## src/rtl/core/ps2mpd_pkg.sv

```systemverilog
// ============================================================================
// PS/2 mouse packet decoder package
// Shared types, header bit positions and delta helper.
// ============================================================================
package ps2mpd_pkg;

    // Header bit positions
    localparam int unsigned HdrBtnMsb = 2;
    localparam int unsigned HdrSync   = 3;
    localparam int unsigned HdrXSign  = 4;
    localparam int unsigned HdrYSign  = 5;
    localparam int unsigned HdrXOvf   = 6;
    localparam int unsigned HdrYOvf   = 7;

    localparam int unsigned ByteW  = 8;
    localparam int unsigned DeltaW = 9;
    localparam int unsigned DyW    = 10;
    localparam int unsigned BtnW   = 3;

    // Clamp values on overflow: +255 and -255 in 9 bits
    localparam logic signed [DeltaW-1:0] ClampPos = 9'sd255;
    localparam logic signed [DeltaW-1:0] ClampNeg = -9'sd255;

    typedef logic [ByteW-1:0]         byte_t;
    typedef logic signed [DeltaW-1:0] delta_t;
    typedef logic signed [DyW-1:0]    dy_t;
    typedef logic [BtnW-1:0]          btn_t;

    typedef enum logic [1:0] {
        PH_HEADER = 2'd0,
        PH_XBYTE  = 2'd1,
        PH_YBYTE  = 2'd2
    } phase_t;

    // Sign-extend a motion byte by its header sign bit, clamp on overflow.
    // A zero value with overflow counts as non-negative.
    function automatic delta_t make_delta(input byte_t raw, input logic neg, input logic ovf);
        delta_t v;
        v = $signed({neg, raw});
        if (ovf)
        begin
            v = neg ? ClampNeg : ClampPos;
        end
        return v;
    endfunction

endpackage

```

## src/rtl/core/ps2mpd_if.sv

```systemverilog
// ============================================================================
// PS/2 mouse packet decoder channels
// Valid/ready channels for raw mouse bytes and decoded packets.
// ============================================================================
interface ps2mpd_byte_if;
    logic                valid;
    logic                ready;
    ps2mpd_pkg::byte_t   data_byte;

    modport source (output valid, output data_byte, input ready);
    modport sink   (input valid, input data_byte, output ready);
endinterface

interface ps2mpd_pkt_if;
    logic                valid;
    logic                ready;
    ps2mpd_pkg::delta_t  dx_motion;
    ps2mpd_pkg::dy_t     dy_motion;
    ps2mpd_pkg::btn_t    button_state;

    modport source (output valid, output dx_motion, output dy_motion,
                    output button_state, input ready);
    modport sink   (input valid, input dx_motion, input dy_motion,
                    input button_state, output ready);
endinterface

```

## src/rtl/core/ps2_mouse_packet_decoder.sv

```systemverilog
// ============================================================================
// PS/2 mouse three-byte packet decoder
// Assembles header, X and Y bytes into one motion/button packet.
// ============================================================================
//
//  channel       dir  beat payload                         beats
//  -----------   ---  -------------------------------      ---------------------
//  mouse_bytes   in   data_byte[7:0]                       one per mouse byte
//  packets       out  dx_motion[8:0] dy_motion[9:0]        one per three-byte
//                     button_state[2:0]                    packet
//
//  Path: a byte is registered at acceptance and decoded from the byte
//  register; a Y byte waits there for a free result register, and its
//  packet then shows on packets from the result register.
//  Rate: one byte per cycle while no packet is held; the byte register and
//  the result register each free up in the same cycle they hand off.
//  Stalls: only a Y byte waiting on a held result blocks the byte register;
//  header and X bytes always move on.
//  Reset: rst_n clears the valid flags and the phase (awaiting header).
//
module ps2_mouse_packet_decoder (
    input  logic                 clk,
    input  logic                 rst_n,
    ps2mpd_byte_if.sink          mouse_bytes,
    ps2mpd_pkt_if.source         packets
);
    import ps2mpd_pkg::*;

    // Byte register
    logic   byte_valid_reg;
    byte_t  byte_reg;

    // Decode state
    phase_t phase_reg;
    phase_t phase_next;
    byte_t  header_reg;
    byte_t  xbyte_reg;

    // Result register
    logic   out_valid_reg;
    delta_t dx_reg;
    dy_t    dy_reg;
    btn_t   btn_reg;

    logic   out_free;
    logic   fire;
    logic   makes_result;
    logic   load_header;
    logic   load_xbyte;
    delta_t dx_calc;
    delta_t ynat_calc;
    dy_t    dy_calc;

    assign out_free = !out_valid_reg || packets.ready;

    // Outputs of the phase machine for the byte sitting in the register
    always_comb
    begin
        makes_result = 1'b0;
        load_header  = 1'b0;
        load_xbyte   = 1'b0;
        unique case (phase_reg)
            PH_XBYTE:
            begin
                load_xbyte = 1'b1;
            end
            PH_YBYTE:
            begin
                makes_result = 1'b1;
            end
            default:
            begin
                load_header = byte_reg[HdrSync];
            end
        endcase
    end

    // Only a result-producing byte waits for the output slot
    assign fire              = byte_valid_reg && (!makes_result || out_free);
    assign mouse_bytes.ready = !byte_valid_reg || fire;

    // Next phase
    always_comb
    begin
        phase_next = phase_reg;
        if (fire)
        begin
            unique case (phase_reg)
                PH_XBYTE: phase_next = PH_YBYTE;
                PH_YBYTE: phase_next = PH_HEADER;
                default:  phase_next = byte_reg[HdrSync] ? PH_XBYTE : PH_HEADER;
            endcase
        end
    end

    // Packet arithmetic; Y is negated into screen direction
    always_comb
    begin
        dx_calc   = make_delta(xbyte_reg, header_reg[HdrXSign], header_reg[HdrXOvf]);
        ynat_calc = make_delta(byte_reg, header_reg[HdrYSign], header_reg[HdrYOvf]);
        dy_calc   = -dy_t'(ynat_calc);
    end

    // Control registers
    always_ff @(posedge clk or negedge rst_n)
    begin
        if (!rst_n)
        begin
            byte_valid_reg <= 1'b0;
            out_valid_reg  <= 1'b0;
            phase_reg      <= PH_HEADER;
        end
        else
        begin
            if (mouse_bytes.ready)
            begin
                byte_valid_reg <= mouse_bytes.valid;
            end
            if (fire && makes_result)
            begin
                out_valid_reg <= 1'b1;
            end
            else if (packets.ready)
            begin
                out_valid_reg <= 1'b0;
            end
            phase_reg <= phase_next;
        end
    end

    // Payload registers
    always_ff @(posedge clk)
    begin
        if (mouse_bytes.valid && mouse_bytes.ready)
        begin
            byte_reg <= mouse_bytes.data_byte;
        end
        if (fire && load_header)
        begin
            header_reg <= byte_reg;
        end
        if (fire && load_xbyte)
        begin
            xbyte_reg <= byte_reg;
        end
        if (fire && makes_result)
        begin
            dx_reg  <= dx_calc;
            dy_reg  <= dy_calc;
            btn_reg <= header_reg[HdrBtnMsb:0];
        end
    end

    assign packets.valid        = out_valid_reg;
    assign packets.dx_motion    = dx_reg;
    assign packets.dy_motion    = dy_reg;
    assign packets.button_state = btn_reg;

endmodule

```

## src/flat_wrapper.sv

```systemverilog
// flat-port wrapper written by rule: the top's interface ports become plain ports
module ps2_mouse_packet_decoder_flat import ps2mpd_pkg::*;
  (clk, rst_n, mouse_bytes_valid, mouse_bytes_data_byte, mouse_bytes_ready, packets_valid, packets_dx_motion, packets_dy_motion, packets_button_state, packets_ready);
  ps2mpd_byte_if mouse_bytes_i ();
  ps2mpd_pkt_if packets_i ();
  input  logic clk;
  input  logic rst_n;
  input wire logic [$bits(mouse_bytes_i.valid)-1:0] mouse_bytes_valid;
  input wire logic [$bits(mouse_bytes_i.data_byte)-1:0] mouse_bytes_data_byte;
  output wire logic [$bits(mouse_bytes_i.ready)-1:0] mouse_bytes_ready;
  output wire logic [$bits(packets_i.valid)-1:0] packets_valid;
  output wire logic [$bits(packets_i.dx_motion)-1:0] packets_dx_motion;
  output wire logic [$bits(packets_i.dy_motion)-1:0] packets_dy_motion;
  output wire logic [$bits(packets_i.button_state)-1:0] packets_button_state;
  input wire logic [$bits(packets_i.ready)-1:0] packets_ready;
  assign mouse_bytes_i.valid = mouse_bytes_valid;
  assign mouse_bytes_i.data_byte = mouse_bytes_data_byte;
  assign mouse_bytes_ready = mouse_bytes_i.ready;
  assign packets_valid = packets_i.valid;
  assign packets_dx_motion = packets_i.dx_motion;
  assign packets_dy_motion = packets_i.dy_motion;
  assign packets_button_state = packets_i.button_state;
  assign packets_i.ready = packets_ready;
  ps2_mouse_packet_decoder u_core (.clk(clk), .rst_n(rst_n), .mouse_bytes(mouse_bytes_i), .packets(packets_i));
endmodule
```

## config.mk

```make
export PLATFORM = sky130hd
export DESIGN_NAME = ps2_mouse_packet_decoder_flat
export DESIGN_NICKNAME = d
export VERILOG_FILES = /design/src/rtl/core/ps2mpd_pkg.sv /design/src/rtl/core/ps2mpd_if.sv /design/src/rtl/core/ps2_mouse_packet_decoder.sv /design/src/flat_wrapper.sv
export SDC_FILE = /design/constraint.sdc
export NUM_CORES = 1
export LEC_CHECK = 0
export ABC_AREA = 0
export BUFFER_PORTS_ARGS = -buffer_cell sky130_fd_sc_hd__buf_2
export CORE_MARGIN = 5
export CORE_UTILIZATION = 45
export DETAILED_ROUTE_END_ITERATION = 10
export PLACE_DENSITY = 0.78
export SYNTH_ARGS = -nofsm -noshare
export SYNTH_HDL_FRONTEND = slang
export SYNTH_SLANG_ARGS = --single-unit
```

## constraint.sdc

```tcl
create_clock -name clk -period 5.8 [get_ports clk]
set_input_delay 0.58 -clock clk [delete_from_list [all_inputs] [get_ports clk]]
set_output_delay 0.58 -clock clk [all_outputs]
set_load 0.01 [all_outputs]
```

-- After elaboration in Yosys (flattened, before gate mapping)
Cells that the tools add are included.
- bits of input ports: 12
- output and inout port bits: 24
- register bits after elaboration: 50
- logic and storage cells: 36
- multiplexer cells: 11
- $add $sub $neg: 1
- eq/ne operators: 2
- reduce and logical (&&, ||, !) cells: 13
- operator list (cell ; number):
    $mux W9 ; 4
    $neg A9 Y10 ; 1
    $mux W1 ; 6
    $logic_and A1 B1 Y1 ; 5
    $pmux W2 S2 ; 1
    $logic_not A1 Y1 ; 3
    $logic_or A1 B1 Y1 ; 3
    $eq A2 B1 Y1 const B ; 1
    $eq A2 B2 Y1 const B ; 1
    $reduce_bool A2 Y1 ; 1
    $reduce_or A2 Y1 ; 1

-- Longest topological paths before layout
Gate-level depths: netlist of the first run.
- depth after elaboration: 7
- mapped depth: 7
- depth with buffers taken out: 6

-- Least setup slack after synthesis of the first run
Ideal clock, no wire load.
- kind: input to register
- start point: in packets_ready
- end point: reg u_core.btn_reg[0], in the netlist u_core.packets.button_state[0] (enable)
- buffers on the path: 0
- stages: 3
- data arrival time: 1.808 ns
- setup slack: 3.591 ns
- library setup time: 0.401 ns
- cells stage by stage: nand2b_1 > o21ai_1 > nor2_1
- longest elaborated chain between the ends: 4
- RTL lines (item ; RTL line ; RTL):
    from (decl) ; flat_wrapper.sv:15 ; input wire logic [$bits(packets_i.ready)-1:0] packets_ready;
    $logic_or A1 B1 Y1 ; ps2_mouse_packet_decoder.sv:54 ; assign out_free = !out_valid_reg || packets.ready;
    $logic_or A1 B1 Y1 ; ps2_mouse_packet_decoder.sv:79 ; assign fire = byte_valid_reg && (!makes_result || out_free);
    $logic_and A1 B1 Y1 ; ps2_mouse_packet_decoder.sv:79 ;
    $logic_and A1 B1 Y1 ; ps2_mouse_packet_decoder.sv:146 ; if (fire && makes_result)
    to (signal assigned) ; ps2_mouse_packet_decoder.sv:150 ; btn_reg <= header_reg[HdrBtnMsb:0];
    to (decl) ; ps2_mouse_packet_decoder.sv:43 ; btn_t btn_reg;
Every way passes these cells.
A chain may end at the register's enable or synchronous reset.

-- Worst setup path after layout of the first run
- start point: reg u_core.header_reg[7]
- end point: reg u_core.dy_reg[4], in the netlist u_core.packets.dy_motion[4] (data pin)
- longest elaborated chain between the ends: 2
- RTL lines (item ; RTL line ; RTL):
    from (decl) ; ps2_mouse_packet_decoder.sv:36 ; byte_t header_reg;
    from (signal assigned) ; ps2_mouse_packet_decoder.sv:140 ; header_reg <= byte_reg;
    $mux W9 ; ps2mpd_pkg.sv:40 ; if (ovf)
    $neg A9 Y10 ; ps2_mouse_packet_decoder.sv:101 ; dy_calc = -dy_t'(ynat_calc);
    named net u_core.dy_calc[4] ; ps2_mouse_packet_decoder.sv:52 ; dy_t dy_calc;
    to (signal assigned) ; ps2_mouse_packet_decoder.sv:149 ; dy_reg <= dy_calc;
    to (decl) ; ps2_mouse_packet_decoder.sv:42 ; dy_t dy_reg;
The timed path passes the listed nets, and every way through them passes these cells.

==> flow_summary.json, run 1 <==
{
  "status": "finished, final reports clean",
  "grt_use_total": 0.122,
  "holdBufCountCts": 0,
  "yosysSeqAreaShare": 0.762,
  "fin_tns_setup_ps": 0,
  "slew_viol_final": 0,
  "hold_ws_ps": 67.3,
  "rsz0062_at_grt": "no",
  "design_area_um2": 2260,
  "cts_max_path_buffers": 2,
  "grt.busiest_layer": "met2",
  "skew_ps": 7.23,
  "grt_util_met1": 0.129,
  "syn_avg_cell_area_um2": 15.5,
  "postPlaceCellArea_um2": 2150,
  "end_kind": "flip-flop",
  "syn_inst": 123,
  "drc": 0,
  "cts.sink_count": 49,
  "syn_nets": 138,
  "largest_reg_flops": 10,
  "cts_root_buf": "clkbuf_8",
  "syn_to_final_growth_pct": 18.5,
  "fillers": 332,
  "core_area_um2": 4060,
  "wl_per_cell_um": 14.1,
  "path_cells": "nand2_1, o21ai_0, ha_1, nand2_1, mux2_2, o22ai_1",
  "path_common_cell": "nand2_1",
  "reg2regPathDepth": 6,
  "place.gp.congestion": 0.828,
  "vias": 1098,
  "postCtsSetupBuffers": 0,
  "worstSkewPairLatency_ps": 310,
  "dp_hpwl_mm": 2.18,
  "power_density_nw_per_um2": 376,
  "die_w_um": 75.1,
  "r2r-start": "u_core.header_reg[7]",
  "cts_tree": "built",
  "final_common_cell": "edfxtp_1",
  "synth_warnings": 0,
  "grt_pass1_vias": 1062,
  "crit_slowest_cell": "edfxtp_1",
  "ant_nets": 0,
  "fp.dieH_um": 75.1,
  "p_leak_uw": 0.000872,
  "syn_area_um2": 1900,
  "crit_fanout": 15,
  "crit_type": "reg -> reg",
  "die_area_um2": 5630,
  "wl_mm": 3.04,
  "cts_resized": 0,
  "start_util": 0.469,
  "r2r_setup_slack_ps": 3730,
  "cpPeakStageDelay_ps": 650,
  "hold_violations": 0,
  "top_level_ports": 36,
  "fin_nets": 180,
  "slew_headroom": 0.560,
  "initialDrtViolationCount": 94,
  "cts_inserted_buffers": 5,
  "tightest_slew_ps": 658,
  "portBuffers": 35,
  "hold_path_class": "in -> async",
  "drv_cap": 0,
  "dr.pass1.iters": 4,
  "synth.area.top_cells": "edfxtp_1, dfrtp_1, inv_1, o21ai_0, ha_1",
  "ys_types": 30,
  "cts_max_level": 2,
  "final_cell_mix": "edfxtp_1, buf_2, inv_1",
  "antenna_found_initial": 0,
  "fin_crit_sh": 0.357,
  "timing.rr.end": "u_core.packets.dy_motion[4]",
  "setup_violations": 0,
  "n_antenna_cell": 0,
  "setup_slack_ps": 3730,
  "overflow": 0,
  "seq_area_um2": 1450,
  "fmax_mhz": 482,
  "worstPathRequired_ps": 5940,
  "num_rows": 23,
  "grt_max_degree": 23,
  "drive_gt1_frac": 0.319,
  "dpl_worst_slack_ps": 3770,
  "cp-start-kind": "flip-flop",
  "fin_crit_ps": 2070,
  "synth_seq_cells": 49,
  "viasPerCell": 5.08,
  "synth_top_area_frac": 0.710,
  "gr-usage-met2": 0.207,
  "clk_pin_slew_worst_paths_ps": 90,
  "synth.largest_area_cell": "edfxtp_1",
  "gr-usage-met3": 0.0494,
  "grt_pass1_wl_mm": 4.88,
  "worstPathArrival_ps": 2220,
  "vdd_ir_drop_max_v": 0.000239,
  "multi_input_area_um2": 400
}
==> power breakdown <==
group | internal [µW] | leakage (µW) | switching [µW] | total, µW
Sequential | 456 | 0.000467 | 25.8 | 482
Clock | 127 | 0.0000518 | 110 | 236
Combinational | 48.6 | 0.000353 | 80.6 | 129
==> area by class of cell <==
class                      instances  share of cell area
inverter                          13              0.0216
tap                               50              0.0277
timing repair buffer              36              0.0810
clock buffer                       5              0.0305
multi-input combinational         60               0.177
clock inverter                     3              0.0183
sequential                        49               0.643
==> metal layers <==
layer  wire, µm  part of all wire  vias to the layer above
met5          0                 0                        -
met4         68             0.022                        0
met3        272             0.090                        5
met2       1530              0.51                       42
met1       1160              0.38                      519
li1           -                 -                      532
==> cells in the mapped netlist <==
master	number
o21ai_0	9
xnor2_1	1
o31a_1	1
nor3_1	3
mux2_2	1
o21ai_1	1
edfxtp_1	45
a21boi_0	1
a21oi_2	1
nand4b_1	1
nand2b_1	4
o21a_1	2
nand3_1	2
o22ai_1	1
dfrtp_1	4
o31ai_2	1
nand2_1	5
or4_4	2
and2_1	1
xor2_1	1
clkbuf_1	1
or2_2	4
a211o_2	1
a21o_1	1
inv_1	13
nor4_1	2
ha_1	3
o211ai_1	1
mux2i_1	3
nor2_1	7
==> cell families (layout without fill, tap and decap cells) <==
group / after synthesis / after routing / synth area share
fa+ha+maj: 3 / 3 / 0.0197
mux: 4 / 4 / 0.0217
compound gates: 20 / 20 / 0.0703
buf+inv: 14 / 57 / 0.0276
xor+xnor: 2 / 2 / 0.00920
flops: 49 / 49 / 0.762
simple gates: 31 / 31 / 0.0894
==> worst max-delay path: cells and delay by family, from the launching register on <==
| family | cells | cell delay (ps) |
|---|---|---|
| AOI/OAI and AO/OA | 2 | 340 |
| adders and majority gates | 1 | 330 |
| DFF | 1 | 650 |
| muxes | 1 | 270 |
| and+or+nand+nor | 2 | 340 |
==> stage by stage <==
stage	utilization	power [µW]	cells
2_1_floorplan	-	570	123
3_3_place_gp	0.529	613	208
3_5_place_dp	0.529	622	208
4_1_cts	0.556	855	216
5_1_grt	0.556	888	216
6_report	0.556	848	216
==> worst max path at each step <==
stage	startpoint	endpoint	slack (ps)
floorplan	packets_ready	u_core.packets.button_state[0]	3590
global placement	packets_ready	mouse_bytes_ready	3920
detailed placement	u_core.header_reg[7]	u_core.packets.dy_motion[4]	3770
CTS	u_core.header_reg[7]	u_core.packets.dy_motion[4]	3760
global route	u_core.header_reg[7]	u_core.packets.dy_motion[4]	3640
finish	u_core.header_reg[7]	u_core.packets.dy_motion[4]	3730
(Power assumes the default switching activity.)
==> run 2: changes to the inputs <==
--- a/config.mk
+++ b/config.mk
@@ -10,7 +10,7 @@
 export CORE_MARGIN = 5
 export CORE_UTILIZATION = 45
 export DETAILED_ROUTE_END_ITERATION = 10
-export PLACE_DENSITY = 0.78
+export PLACE_DENSITY = 0.81
 export SYNTH_ARGS = -nofsm -noshare
 export SYNTH_HDL_FRONTEND = slang
 export SYNTH_SLANG_ARGS = --single-unit
==> constraint.sdc (replaced) <==
create_clock -name clk -period 1.8 [get_ports clk]
set_input_delay 0.18 -clock clk [delete_from_list [all_inputs] [get_ports clk]]
set_output_delay 0.18 -clock clk [all_outputs]
set_load 0.01 [all_outputs]
==> run 2 against run 1 <==
Compared with the run above:
- largest cell class unchanged
- die area unchanged
- combinational power grew to 4.1 times the previous value
- routed wire length rose by 0.96%
==> flow_summary.json, run 2 (same netlist as run 1, synthesis figures left out) <==
{
  "status": "finished, final reports clean",
  "cts.sink_count": 49,
  "stdcell_count": 232,
  "die_area_um2": 5630,
  "viasPerCell": 4.89,
  "place.gp.congestion": 0.806,
  "power_density_nw_per_um2": 1160,
  "path_cells": "or2_2, inv_1, ha_2, nand2b_1, nor3_1, a21oi_2",
  "top_level_ports": 36,
  "cts_max_level": 2,
  "grt_pass1_wl_mm": 4.71,
  "setup_violations": 0,
  "initialDrtViolationCount": 35,
  "fmax_mhz": 589,
  "skew_ps": 4.05,
  "wl_per_cell_um": 13.2,
  "cts_inserted_buffers": 5,
  "fin_tns_setup_ps": 0,
  "final_common_cell": "edfxtp_1",
  "n_antenna_cell": 0,
  "reg2regPathDepth": 6,
  "fin_nets": 197,
  "antenna_found_initial": 0,
  "die_w_um": 75.1,
  "worstSkewPairLatency_ps": 300,
  "startpoint": "u_core.header_reg[7]",
  "fp.dieH_um": 75.1,
  "cts_root_buf": "clkbuf_8",
  "timing.rr.end": "u_core.packets.dy_motion[8]",
  "ant_nets": 0,
  "dp_cells": 220,
  "hold_violations": 0,
  "grt_pass1_vias": 1089,
  "dp_hpwl_mm": 2.25,
  "largest_reg_flops": 10,
  "wl_mm": 3.06,
  "worstPathArrival_ps": 1750,
  "critPathBufInv": 1,
  "fin_crit_ps": 1700,
  "final_cell_mix": "edfxtp_1, buf_2, buf_4",
  "num_rows": 23,
  "cts_max_path_buffers": 2,
  "end_kind": "flip-flop",
  "hold_path_class": "in -> reg",
  "tightest_slew_ps": 370,
  "syn_to_final_growth_pct": 26.0,
  "rsz0062_at_grt": "no",
  "dr.pass1.iters": 4,
  "r2r_setup_slack_ps": 100,
  "drc": 0,
  "vdd_ir_drop_max_v": 0.000505,
  "drive_gt1_frac": 0.390,
  "overflow": 0,
  "vias": 1135,
  "grt_max_degree": 23,
  "crit_cells": 6,
  "r2r-start": "u_core.header_reg[7]",
  "crit_slowest_cell": "edfxtp_1",
  "portBuffers": 35,
  "drv_cap": 0,
  "clk_pin_slew_worst_paths_ps": 80,
  "cpPeakStageDelay_ps": 470,
  "cts_tree": "built",
  "start_util": 0.469,
  "worstPathRequired_ps": 1850,
  "slew_viol_final": 0,
  "grt_use_total": 0.116,
  "worstSetupEndpoint": "u_core.packets.dy_motion[8]",
  "p_leak_uw": 0.000957,
  "core_area_um2": 4060,
  "path_delay_family": "simple AND/OR/NAND/NOR gates",
  "crit_fanout": 6,
  "crit_type": "reg -> reg",
  "fin_crit_sh": 0.944,
  "slew_headroom": 0.751,
  "cp-start-kind": "flip-flop"
}
## run 2: worst min path at each step
stage,slack [ps],to,depth (start not counted),start
after floorplan,-120,u_core.byte_valid_reg,0,rst_n
after global placement,-10,u_core.packets.valid,1,rst_n
after detailed placement,-8,u_core.packets.valid,1,rst_n
after CTS,40,u_core.byte_reg[3],1,mouse_bytes_data_byte[3]
after global routing,40,u_core.byte_reg[6],1,mouse_bytes_data_byte[6]
final,50,u_core.byte_reg[2],1,mouse_bytes_data_byte[2]
## run 2: worst reg2reg max path: stages, from the launching register on
cell and delay, ps:
edfxtp_1 470, or2_2 340, inv_1 60, ha_2 210
nand2b_1 80, nor3_1 190, a21oi_2 90
## run 2: layout make-up
class | count | area [µm²]
Sequential cell | 49 | 1450
Fill cell | 303 | 1660
Inverter | 13 | 48.8
Multi-Input combinational cell | 60 | 410
Clock inverter | 2 | 35.0
Tap cell | 50 | 62.6
Clock buffer | 5 | 68.8
Timing Repair Buffer | 53 | 323
## run 2: where the power goes
| part | total [µW] | switching, µW | internal (µW) |
|---|---|---|---|
| registers | 1530 | 62.7 | 1470 |
| logic | 524 | 300 | 225 |
| clock network | 732 | 328 | 403 |
| total | 2790 | 691 | 2100 |
## run 2: timing repair
item / 4_1_cts / 5_1_grt
hold endpoints to repair: 4 / 0
hold buffers: 1 / 0
endpoints found under the setup margin: 0 / 4
buffers inserted: 0 / 4
gates resized for setup: 0 / 0
## run 2: stage by stage
| stage | utilization | hold slack, ps | power, µW | area [µm²] | worst slack [ps] |
|---|---|---|---|---|---|
| after global placement | 0.557 | -12.0 | 2040 | 2260 | 106 |
| after detailed placement | 0.557 | -8.15 | 2080 | 2260 | 43.0 |
| after CTS | 0.585 | 43.1 | 2810 | 2370 | 19.2 |
| final | 0.591 | 53.2 | 2790 | 2400 | 101 |
| after global routing | 0.591 | 39.9 | 2920 | 2400 | 12.6 |
| after floorplan | - | -116 | 1850 | 1920 | 33.3 |
## run 2: per-layer routing
layer	part of all wire	vias to the layer above	wire [µm]	global-route usage
met5	0	-	0	0
met4	0.024	0	75	0.0652
met3	0.072	10	221	0.0441
met2	0.50	45	1520	0.202
met1	0.41	515	1250	0.120
li1	-	565	-	-
==> run 3: changes to the inputs <==
--- a/config.mk
+++ b/config.mk
@@ -7,6 +7,7 @@
 export LEC_CHECK = 0
 export ABC_AREA = 0
 export BUFFER_PORTS_ARGS = -buffer_cell sky130_fd_sc_hd__buf_2
+export CORE_ASPECT_RATIO = 0.6
 export CORE_MARGIN = 5
 export CORE_UTILIZATION = 45
 export DETAILED_ROUTE_END_ITERATION = 10
==> run 3 against run 2 <==
Compared with the run above:
- clock skew decreased by 2.5 ps
- sequential share of layout area decreased by 1.9 points
- worst hold slack got worse by 5.8 ps
- combinational power increased by 6.7%
- power increased by 8.6%
- final cell count increased by 4.7%
- largest cell class unchanged
- largest power group unchanged
==> flow_summary.json, run 3 (same netlist as run 1, synthesis figures left out) <==
{
  "status": "finished, final reports clean",
  "antenna_found_initial": 0,
  "power_frac_seq": 0.508,
  "cts_inserted_buffers": 5,
  "dp_hpwl_mm": 2.51,
  "worstPathRequired_ps": 1950,
  "p_switching_uw": 760,
  "die_area_um2": 5680,
  "stdcell_count": 243,
  "r2r-start": "u_core.header_reg[7]",
  "setup_violations": 0,
  "dp_cells": 231,
  "start_util": 0.465,
  "crit_fanout": 7,
  "die_w_um": 94.0,
  "hold_ws_ps": 47.4,
  "slew_viol_final": 0,
  "drv_cap": 0,
  "r2r_setup_slack_ps": 80,
  "final_util": 0.604,
  "fin_nets": 197,
  "drc": 0,
  "fp.dieH_um": 60.4,
  "viasPerCell": 4.88,
  "dpl_worst_slack_ps": 37.4,
  "wl_mm": 3.57,
  "power_frac_comb": 0.185,
  "reg2regPathDepth": 6,
  "grt_pass1_vias": 1182,
  "timing.rr.end": "u_core.packets.dy_motion[4]",
  "largest_reg_flops": 10,
  "tightest_slew_ps": 460,
  "cts_max_path_buffers": 2,
  "fin_crit_sh": 0.955,
  "holdPathEnd": "u_core.byte_reg[2]",
  "p_leak_uw": 0.000977,
  "fmax_mhz": 582,
  "cts_tree": "built",
  "min_from": "mouse_bytes_data_byte[2]",
  "clk_pin_slew_worst_paths_ps": 90,
  "slew_headroom": 0.691,
  "seq_area_um2": 1450,
  "hold_violations": 0,
  "ant_nets": 0,
  "cts_root_buf": "clkbuf_8",
  "power.internal_uw": 2270,
  "drive_gt1_frac": 0.410,
  "final_common_cell": "edfxtp_1",
  "grt_max_degree": 23,
  "end_kind": "flip-flop",
  "final_cell_mix": "edfxtp_1, buf_2, buf_4",
  "grt_use_total": 0.137,
  "n_antenna_cell": 0,
  "core_area_um2": 4100,
  "cp-start-kind": "flip-flop",
  "power_density_nw_per_um2": 1220,
  "fin_tns_setup_ps": 0,
  "vdd_ir_drop_max_v": 0.000532,
  "vias": 1187,
  "num_rows": 18,
  "worstPathArrival_ps": 1870,
  "whs_path_depth": 1,
  "cts_max_level": 2,
  "portBuffers": 35,
  "overflow": 0,
  "syn_to_final_growth_pct": 30.0,
  "setup_slack_ps": 81.9,
  "worstSkewPairLatency_ps": 300,
  "initialDrtViolationCount": 86,
  "startpoint": "u_core.header_reg[7]",
  "fillers": 329,
  "fin_crit_ps": 1720,
  "p_sw_frac": 0.251,
  "place.gp.congestion": 0.869,
  "multi_input_area_um2": 438,
  "cts.sink_count": 49,
  "rsz0062_at_grt": "no",
  "dr.pass1.iters": 4,
  "hold_path_class": "in -> reg",
  "skew_ps": 1.50,
  "wl_per_cell_um": 14.7,
  "top_level_ports": 36,
  "crit_type": "reg -> reg",
  "grt_pass1_wl_mm": 5.58,
  "power.share.clock": 0.307
}
run 3: through the flow:
step	instance area, µm²	power [µW]
after floorplan	1920	1850
after detailed placement	2280	2090
after global routing	2480	3180
after global placement	2280	2050
final	2480	3030
after CTS	2430	3030
run 3: metal layers:
layer,vias up,global-route usage,share of wire
met5,-,0,0
met4,0,0.0741,0.014
met3,8,0.0421,0.069
met2,54,0.214,0.48
met1,560,0.176,0.44
li1,565,-,-
run 3: timing repair:
item / in CTS / in global routing
resized for setup: 0 / 4
hold buffers: 1 / 0
endpoints found under the setup margin: 0 / 2
hold endpoints to repair: 4 / 0
setup buffers: 0 / 3
run 3: area by class of cell:
cell class                      instances  area share
Multi-Input combinational cell         60       0.177
Tap cell                               60      0.0303
Inverter                               13      0.0197
Timing Repair Buffer                   53       0.131
Sequential cell                        49       0.586
Clock inverter                          3      0.0278
Clock buffer                            5      0.0278
run 3: power groups by stage:
stage / Sequential (µW) / Combinational, µW / Clock, µW
final: 1540 / 559 / 929
after global routing: 1550 / 626 / 1000
after CTS: 1540 / 534 / 958
after detailed placement: 1560 / 531 / 0
after global placement: 1550 / 501 / 0
after floorplan: 1590 / 253 / 0
run 3: critical path, cell delays in order (launching register included):
cell	delay (ps)
edfxtp_1	470
or2_2	340
inv_1	100
ha_4	190
nand2_1	60
mux2_2	270
o22ai_2	150
run 3: how the worst max path moves through the flow:
| stage | to | slack (ps) | cells after the start |
|---|---|---|---|
| floorplan | u_core.packets.dy_motion[8] | 30 | 7 |
| global placement | u_core.packets.dy_motion[8] | 150 | 6 |
| detailed placement | u_core.packets.dy_motion[4] | 40 | 6 |
| CTS | u_core.packets.dy_motion[4] | 10 | 6 |
| global route | u_core.packets.dy_motion[4] | 0.003 | 6 |
| finish | u_core.packets.dy_motion[4] | 80 | 6 |
